<file path="config.mk">
export PLATFORM = sky130hd
export DESIGN_NAME = divider_timer_counter_unit
export DESIGN_NICKNAME = d
export VERILOG_FILES = /design/src/rtl/dtc_pkg.sv /design/src/rtl/divider_timer_counter_unit.sv
export SDC_FILE = /design/constraint.sdc
export NUM_CORES = 1
export LEC_CHECK = 0
export BUFFER_PORTS_ARGS = -buffer_cell sky130_fd_sc_hd__buf_4
export CORE_MARGIN = 2
export CORE_UTILIZATION = 30
export CTS_BUF_LIST = sky130_fd_sc_hd__clkbuf_4
export DETAILED_ROUTE_END_ITERATION = 6
export PLACE_DENSITY = 0.47
export SETUP_SLACK_MARGIN = 0.05
export SYNTH_ARGS = -nofsm -noshare
export SYNTH_HDL_FRONTEND = slang
export SYNTH_SLANG_ARGS = --single-unit
</file>
<file path="constraint.sdc">
create_clock -name clk -period 1.9 [get_ports clk]
set_input_delay 0.19 -clock clk [delete_from_list [all_inputs] [get_ports clk]]
set_output_delay 0.19 -clock clk [all_outputs]
set_load 0.02 [all_outputs]
</file>
<file path="src/rtl/dtc_pkg.sv">
// Shared constants, action codes and tap selection for the divider/timer unit.
// No dependencies; used by divider_timer_counter_unit and dtc_checker.
`timescale 1ns / 1ps
`default_nettype none

package dtc_pkg;

    typedef enum logic [1:0] {
        ACT_TICK  = 2'd0,
        ACT_READ  = 2'd1,
        ACT_WRITE = 2'd2,
        ACT_NOP   = 2'd3
    } action_t;

    localparam logic [15:0] ADDR_DIVIDER  = 16'hFF04;
    localparam logic [15:0] ADDR_COUNTER  = 16'hFF05;
    localparam logic [15:0] ADDR_RELOAD   = 16'hFF06;
    localparam logic [15:0] ADDR_CONTROL  = 16'hFF07;
    localparam logic [15:0] DIVIDER_RESET = 16'hAC00;
    localparam int unsigned ENABLE_BIT    = 2;

    // divider bit watched for a falling edge, per control_byte[1:0]
    function automatic logic [3:0] tap_index(input logic [1:0] sel);
        logic [3:0] idx;
        unique case (sel)
            2'd0: idx = 4'd9;
            2'd1: idx = 4'd3;
            2'd2: idx = 4'd5;
            2'd3: idx = 4'd7;
            default: idx = 4'd9;
        endcase
        return idx;
    endfunction

endpackage

`default_nettype wire

</file>
<file path="src/rtl/divider_timer_counter_unit.sv">
// Divider / timer-counter unit: top level, all state and the result register.
// Depends on dtc_pkg.
`timescale 1ns / 1ps
`default_nettype none

// One request is a tick, a bus read or a bus write; every request gives
// exactly one result (read_data, interrupt_request). A request is taken in
// every cycle with in_stall low: its effect on the divider, counter, reload
// and control registers is applied at the edge that accepts it, and its
// result lands in a one-entry output register the same edge, so throughput
// is one request per cycle unless stalled. The input only stalls while the
// output register holds a result the consumer is stalling. A tick advances the
// 16-bit divider; a falling edge on divider bit 9, 3, 5 or 7 (control[1:0])
// with control[2] set bumps the counter, and a wrap from 255 reloads it and
// raises interrupt_request for that tick. Bus map: FF04 divider (read upper
// byte, any write clears it), FF05 counter, FF06 reload, FF07 control; other
// addresses read 0 and ignore writes. Action code 3 is a no-op with a zero
// result.
module divider_timer_counter_unit (
    input  wire logic        clk,
    input  wire logic        rst_n,
    input  wire logic        in_valid,
    output logic             in_stall,
    input  wire logic [1:0]  action,
    input  wire logic [15:0] address,
    input  wire logic [7:0]  write_data,
    output logic             out_valid,
    input  wire logic        out_stall,
    output logic [7:0]       read_data,
    output logic             interrupt_request
);

    logic [15:0] divider_reg, divider_next;
    logic [7:0]  count_reg, count_next;
    logic [7:0]  reload_reg, reload_next;
    logic [7:0]  control_reg, control_next;
    logic        out_valid_reg;
    logic [7:0]  rdata_reg, rdata_next;
    logic        irq_reg, irq_next;

    logic        accept;
    logic [15:0] div_inc;
    logic [3:0]  tap;
    logic        fell;
    dtc_pkg::action_t act;

    // output register frees up when it is empty or being drained
    assign in_stall = out_valid_reg & out_stall;
    assign accept   = in_valid & ~in_stall;
    assign act      = dtc_pkg::action_t'(action);

    assign div_inc = divider_reg + 16'd1;
    assign tap     = dtc_pkg::tap_index(control_reg[1:0]);
    assign fell    = divider_reg[tap] & ~div_inc[tap];

    always_comb
    begin
        divider_next = divider_reg;
        count_next   = count_reg;
        reload_next  = reload_reg;
        control_next = control_reg;
        rdata_next   = 8'd0;
        irq_next     = 1'b0;
        unique case (act)
            dtc_pkg::ACT_TICK:
            begin
                divider_next = div_inc;
                if (fell && control_reg[dtc_pkg::ENABLE_BIT])
                begin
                    if (count_reg == 8'hFF)
                    begin
                        count_next = reload_reg;
                        irq_next   = 1'b1;
                    end
                    else
                    begin
                        count_next = count_reg + 8'd1;
                    end
                end
            end
            dtc_pkg::ACT_READ:
            begin
                unique case (address)
                    dtc_pkg::ADDR_DIVIDER: rdata_next = divider_reg[15:8];
                    dtc_pkg::ADDR_COUNTER: rdata_next = count_reg;
                    dtc_pkg::ADDR_RELOAD:  rdata_next = reload_reg;
                    dtc_pkg::ADDR_CONTROL: rdata_next = control_reg;
                    default:               rdata_next = 8'd0;
                endcase
            end
            dtc_pkg::ACT_WRITE:
            begin
                unique case (address)
                    dtc_pkg::ADDR_DIVIDER: divider_next = 16'd0;
                    dtc_pkg::ADDR_COUNTER: count_next   = write_data;
                    dtc_pkg::ADDR_RELOAD:  reload_next  = write_data;
                    dtc_pkg::ADDR_CONTROL: control_next = write_data;
                    default: ;
                endcase
            end
            dtc_pkg::ACT_NOP: ;
            default: ;
        endcase
    end

    always_ff @(posedge clk or negedge rst_n)
    begin
        if (!rst_n)
        begin
            divider_reg   <= dtc_pkg::DIVIDER_RESET;
            count_reg     <= 8'd0;
            reload_reg    <= 8'd0;
            control_reg   <= 8'd0;
            out_valid_reg <= 1'b0;
        end
        else
        begin
            if (accept)
            begin
                divider_reg <= divider_next;
                count_reg   <= count_next;
                reload_reg  <= reload_next;
                control_reg <= control_next;
            end
            if (accept)
                out_valid_reg <= 1'b1;
            else if (!out_stall)
                out_valid_reg <= 1'b0;
        end
    end

    // result payload, no reset needed
    always_ff @(posedge clk)
    begin
        if (accept)
        begin
            rdata_reg <= rdata_next;
            irq_reg   <= irq_next;
        end
    end

    assign out_valid         = out_valid_reg;
    assign read_data         = rdata_reg;
    assign interrupt_request = irq_reg;

endmodule

`default_nettype wire

</file>
### Yosys cells after proc, flatten, opt, wreduce, memory -nomap -nowiden

Cells that the tools add are included.
W data, S select, Z words.

| storage, ports and cells | value |
|---|---|
| logic and storage cells | 53 |
| input bits | 30 |
| output and inout bits | 11 |
| flip-flop bits (word level) | 50 |

| cells by class | value |
|---|---|
| $lt $le $gt $ge | 1 |
| multiplexer cells | 15 |
| bitwise gates (word level) | 5 |
| reductions and logical operators | 9 |
| add/subtract/negate cells | 2 |
| equal/unequal tests | 14 |

Operators with widths:

| operator | number |
|---|---|
| $eq A16 B16 Y1 const B | 4 |
| $pmux W16 S2 | 1 |
| $pmux W8 S4 | 1 |
| $mux W8 | 3 |
| $add A16 B1 Y16 const B | 1 |
| $mux W16 | 1 |
| $pmux W4 S4 | 1 |
| $pmux W8 S2 | 1 |
| $reduce_and A3 Y1 | 3 |
| $add A8 B1 Y8 const B | 1 |
| $bmux W1 S4 | 2 |
| $eq A8 B8 Y1 const B | 1 |
| $eq A2 B2 Y1 const B | 3 |
| $ne A2 B1 Y1 const B | 3 |
| $lt A4 B5 Y1 const B | 1 |
| $mux W1 | 5 |
| $eq A2 B1 Y1 const B | 2 |
| $logic_not A2 Y1 | 2 |
| $reduce_and A4 Y1 | 1 |
| $and A1 B1 Y1 | 3 |
| $ne A2 B2 Y1 const B | 1 |
| $not A1 Y1 | 2 |
| $reduce_and A2 Y1 | 1 |
| $reduce_bool A2 Y1 | 1 |
| $logic_and A1 B1 Y1 | 1 |

### Depth between registers and ports, before layout

| logic depth | value |
|---|---|
| word-level depth | 9 |
| gate-level depth with buffers | 7 |
| mapped depth without buffers | 6 |

### Least setup slack after synthesis

No wires, ideal clock.

| path | value |
|---|---|
| path type | register -> register |
| start point | register out_valid_reg, in the netlist out_valid |
| end point | register divider_reg[10] |
| required time | 1825 ps |
| path buffers | 1 |
| slack | -79 ps |
| cell stages (with the launch flop) | 7 |
| arrival time | 1904 ps |
| library setup time | 75 ps |
| period minus slack after synthesis | 1979 ps |
| cells stage by stage | dfrtp_1 -> a21bo_2 -> inv_1 -> nand2b_1 -> clkbuf_1 -> or4_1 -> a21oi_1 |

| between the ends | value |
|---|---|
| cells in the longest elaborated chain, start to end | 4 |

RTL lines:

| element | RTL line | text |
|---|---|---|
| start, declared | divider_timer_counter_unit.sv:37 | `logic out_valid_reg;` |
| start signal, assigned | divider_timer_counter_unit.sv:114 | `out_valid_reg <= 1'b0;` |
| start signal, assigned | divider_timer_counter_unit.sv:126 | `out_valid_reg <= 1'b1;` |
| start signal, assigned | divider_timer_counter_unit.sv:128 | `out_valid_reg <= 1'b0;` |
| $and A1 B1 Y1 | divider_timer_counter_unit.sv:48 | `assign in_stall = out_valid_reg & out_stall;` |
| $not A1 Y1 | divider_timer_counter_unit.sv:49 | `assign accept = in_valid & ~in_stall;` |
| $and A1 B1 Y1 | divider_timer_counter_unit.sv:49 |  |
| via accept | divider_timer_counter_unit.sv:41 | `logic accept;` |
| $reduce_and A3 Y1 (no source line) | -- |  |
| end signal, assigned | divider_timer_counter_unit.sv:110 | `divider_reg <= dtc_pkg::DIVIDER_RESET;` |
| end signal, assigned | divider_timer_counter_unit.sv:120 | `divider_reg <= divider_next;` |
| end, declared | divider_timer_counter_unit.sv:33 | `logic [15:0] divider_reg, divider_next;` |

The timed path passes the listed nets, and every way through them passes these cells.
A chain may end at the register's enable or synchronous reset.

### Final worst setup path

| path | value |
|---|---|
| start point | register divider_reg[10] |
| end point | register divider_reg[15] |

| between the ends | value |
|---|---|
| cells in the longest elaborated chain, start to end | 2 |

RTL lines:

| element | RTL line | text |
|---|---|---|
| $add A16 B1 Y16 | divider_timer_counter_unit.sv:52 | `assign div_inc = divider_reg + 16'd1;` |
| $pmux W16 S2 | divider_timer_counter_unit.sv:64 | `unique case (act)` |

No other way between the ends.

==> summary.txt <==
Cells and area
  • Filler cells: roughly 910
  • Commonest cells after routing, fill and taps aside: buf_4, dfrtp_1, nand2_1, a21oi_1, nor2_1
  • Commonest non-fill, non-tap cell in the layout: buf_4
  • Diode count: 0
  • Layout Nets: roughly 400
  • Layout cell share with drive strength beyond 1: 0.4798
  • Max FFs per register: 16
  • Layout area overhead: 38.04%
  • Final Instance Count excl. Fillers: 482

Detailed routing
  • Vias: roughly 2,500
  • Remaining antenna violation count: 0
  • Vias per cell: 5.286
  • WL per Instance: about 17 µm
  • DRC violations left: 0
  • DR iter-0 viols: between 100 and 150
  • DR pass1 iterations: 4
  • Total Wirelength: between 8 and 9 mm

Pwr
  • Clock power share: 0.228
  • Internal: roughly 1500 µW
  • Sw frac: 0.2944
  • Lkg Pwr: about 0.0017 µW
  • Combinational Power Share: 0.215
  • Worst vdd rail ir drop: 0.2152 mV
  • Total power: roughly 2200 µW
  • Pwr dens: around 550 nW/µm²
  • Reg power frac: 0.556
  • Sw Pwr: 635.1 µW

Global route
  • Largest net degree at the start of global routing: 42
  • Vias in the first global route: around 2,500
  • GR Overflow Total: 0
  • First-pass GRT wire length: between 10 and 15 mm
  • Initial antenna violation count: 0
  • Global Route Usage Sum: 0.1733

Worst setup path
  • WP depth: 5
  • CP bufs+invs: 0
  • Reg2reg end: divider_reg[15]$_DFFE_PN1P_
  • Crit. End Element: flip-flop
  • R2R setup slack: ~0.011 ns
  • Critical path origin: divider_reg[10]$_DFFE_PN1P_
  • Setup CP Type: reg -> reg
  • Slowest stage cell, crit path: dfstp_2
  • Crit path DAT: between 2 and 2.5 ns
  • Worst setup path end: divider_reg[15]$_DFFE_PN1P_
  • Largest stage delay, worst path: between 0.5 and 0.6 ns
  • CP Cell Sequence: and3_4 > and3_4 > or3b_4 > or4_4 > a21oi_2
  • CP required: 2.22 ns
  • Cell family with most CP delay: simple AND/OR/NAND/NOR gates
  • Critical Path Source Type: flip-flop
  • Most common cell on crit path: and3_4
  • R2R cell count: 5
  • R2r startpoint: divider_reg[10]$_DFFE_PN1P_
  • CP Max Fanout: 3

Synthesis
  • Post-Synth XOR/XNOR Area: 0.003082
  • Cell variety after synth: 49
  • Yosys warning total: 0
  • Compound-Gate Fraction of Synth Area: 0.1369
  • Syn Inst Count: approximately 270
  • Post-synthesis adder-cell area fraction: 0.008807
  • Avg Cell Area, Syn: ~10 µm²
  • Post-Syn Nets: roughly 310
  • Multiplexer area fraction after synthesis: 0.1458
  • EDFF count, synth: 9
  • Async SR Flop Fraction: 0.8200
  • Sequential fraction of the synthesis area: 0.4579
  • Simple-Gate Fraction of Synth Area: 0.2272
  • Largest family of logic cells by synthesized area: simple AND/OR/NAND/NOR gates
  • Top_reg_cell synth: dfrtp_1
  • Cell area after synthesis: around 2800 µm²
  • Number of synthesized register bits: 50

Job
  • Max-cap violations: 0

STA
  • Setup violations, final: 0
  • RSZ-0062 raised after global routing: true
  • Final-report max-slew violation count: 0
  • Max transition margin: 0.6269
  • Worst Tran Pin Value: 0.5596 ns
  • Final Critical Period: roughly 1.9 ns
  • Maximum clock frequency: 529.3 MHz
  • Final setup TNS: 0 ns
  • Hold Fails Final Rpt: 0
  • Final period util: 0.9944
  • Layout Skew: ~0.013 ns
  • Final worst slack: 0.01055 ns

Floorplan
  • CORE AREA: roughly 9200 µm²
  • Die ar.: ~10,000 µm²
  • Chip width: 101.3 µm
  • Core Rows: 35
  • Initial Util: 0.3090
  • Top Ports: 41
  • Die Ht: slightly above 100 µm

Placed design
  • Hpwl dp: between 6 and 7 mm
  • Placed Cells: roughly 470
  • Final GP Congestion: 0.8438
  • Worst slack, placed: -0.2175 ns
  • Port Buffer Count: 40

Min path
  • Hold depth: 2
  • Hold Crit Class: in -> reg

Clock network
  • Max Root-Sink Buffers: 2
  • TritonCTS clock tree: built
  • CTS buffer count: 5
  • # H-tree levels: 2
  • CTS root buffer: clkbuf_4
  • CTS sink cnt: 50
  • Clock Latency Late Sink: between 0.3 and 0.4 ns
  • Clock slew at reported path FFs: roughly 0.15 ns

Status
  • Status: complete, no violations
## worst min-delay path by stage
stage / start / end / slack, ns
6_report: write_data[5] / control_reg[5]$_DFFE_PN0P_ / 0.06
5_1_grt: write_data[4] / control_reg[4]$_DFFE_PN0P_ / 0.03
4_1_cts: write_data[3] / control_reg[3]$_DFFE_PN0P_ / 0.03
3_5_place_dp: rst_n / divider_reg[3]$_DFFE_PN0P_ / 0.22
3_3_place_gp: rst_n / divider_reg[2]$_DFFE_PN0P_ / 0.22
2_1_floorplan: rst_n / control_reg[0]$_DFFE_PN0P_ / -0.11
## routing by layer
layer | track usage | share of wire
met5 | 0 | 0
met4 | 0.04574 | 0.0094
met3 | 0.02484 | 0.050
met2 | 0.2659 | 0.46
met1 | 0.2567 | 0.48
## power by group through the flow
stage,clock network [µW],registers (µW),logic [µW]
after floorplan,0,1240,170
after global placement,0,1220,435
after detailed placement,0,1220,437
after CTS,532,1200,447
after global routing,566,1210,515
final,493,1200,464
## per-stage QoR
stage                 util  instance area, µm²  hold WS [ns]
floorplan                -                2864       -0.1056
detailed placement  0.3984                3664        0.2224
global route        0.4265                3923       0.03064
finish              0.4265                3923       0.05852
global placement    0.3984                3664        0.2191
CTS                 0.4110                3780       0.03400
## worst register-to-register path: cells and delay by family (launching register included)
kind,cells,cell delay (ns)
compound gates,1,0.12
simple gates,4,1.16
flops,1,0.56
## logic make-up (layout without fill, tap and decap cells)
kind of cell | count (synthesis) | count (layout)
flip-flops | 50 | 50
AND/OR/NAND/NOR | 115 | 115
multiplexers | 29 | 29
adder cells (fa/ha/maj) | 2 | 2
XOR/XNOR | 1 | 1
buffers and inverters | 15 | 113
AO/OA/AOI/OAI | 61 | 61
## what timing repair did
item / in CTS / in global routing
hold buffers: 2 / 0
buffers inserted: 4 / 2
hold endpoints to repair: 38 / 0
endpoints found under the setup margin: 8 / 21
gates cloned: 0 / 0
pin swaps: 5 / 6
gates resized for setup: 6 / 31
## cells in the mapped netlist (all sizes together), types with 6 or more instances
| library cell | n | area share |
|---|---|---|
| dfrtp | 37 | 0.33 |
| a21oi | 21 | 0.037 |
| nor2 | 21 | 0.029 |
| nand2 | 20 | 0.026 |
| mux2 | 19 | 0.075 |
| nand3 | 15 | 0.026 |
| nor2b | 12 | 0.026 |
| a31oi | 10 | 0.022 |
| edfxtp | 9 | 0.095 |
| mux4 | 8 | 0.063 |
| nand4 | 8 | 0.020 |
| or4 | 8 | 0.022 |
| clkbuf | 7 | 0.0092 |
| nor3 | 7 | 0.012 |
| o21ai | 7 | 0.012 |
| o31ai | 7 | 0.018 |
| inv | 6 | 0.0079 |
## area by class of cell
type	instances	area, µm²	share of cell area
repair buffers	99	760.7	0.1939
well taps	111	138.9	0.03541
clock buffers	5	37.54	0.009569
multi-input cells	208	1638	0.4175
clock inverters	3	16.27	0.004147
inverters	6	26.28	0.006699
flip-flops and latches	50	1305	0.3327
Note: power is estimated with default switching activity, not from simulation.
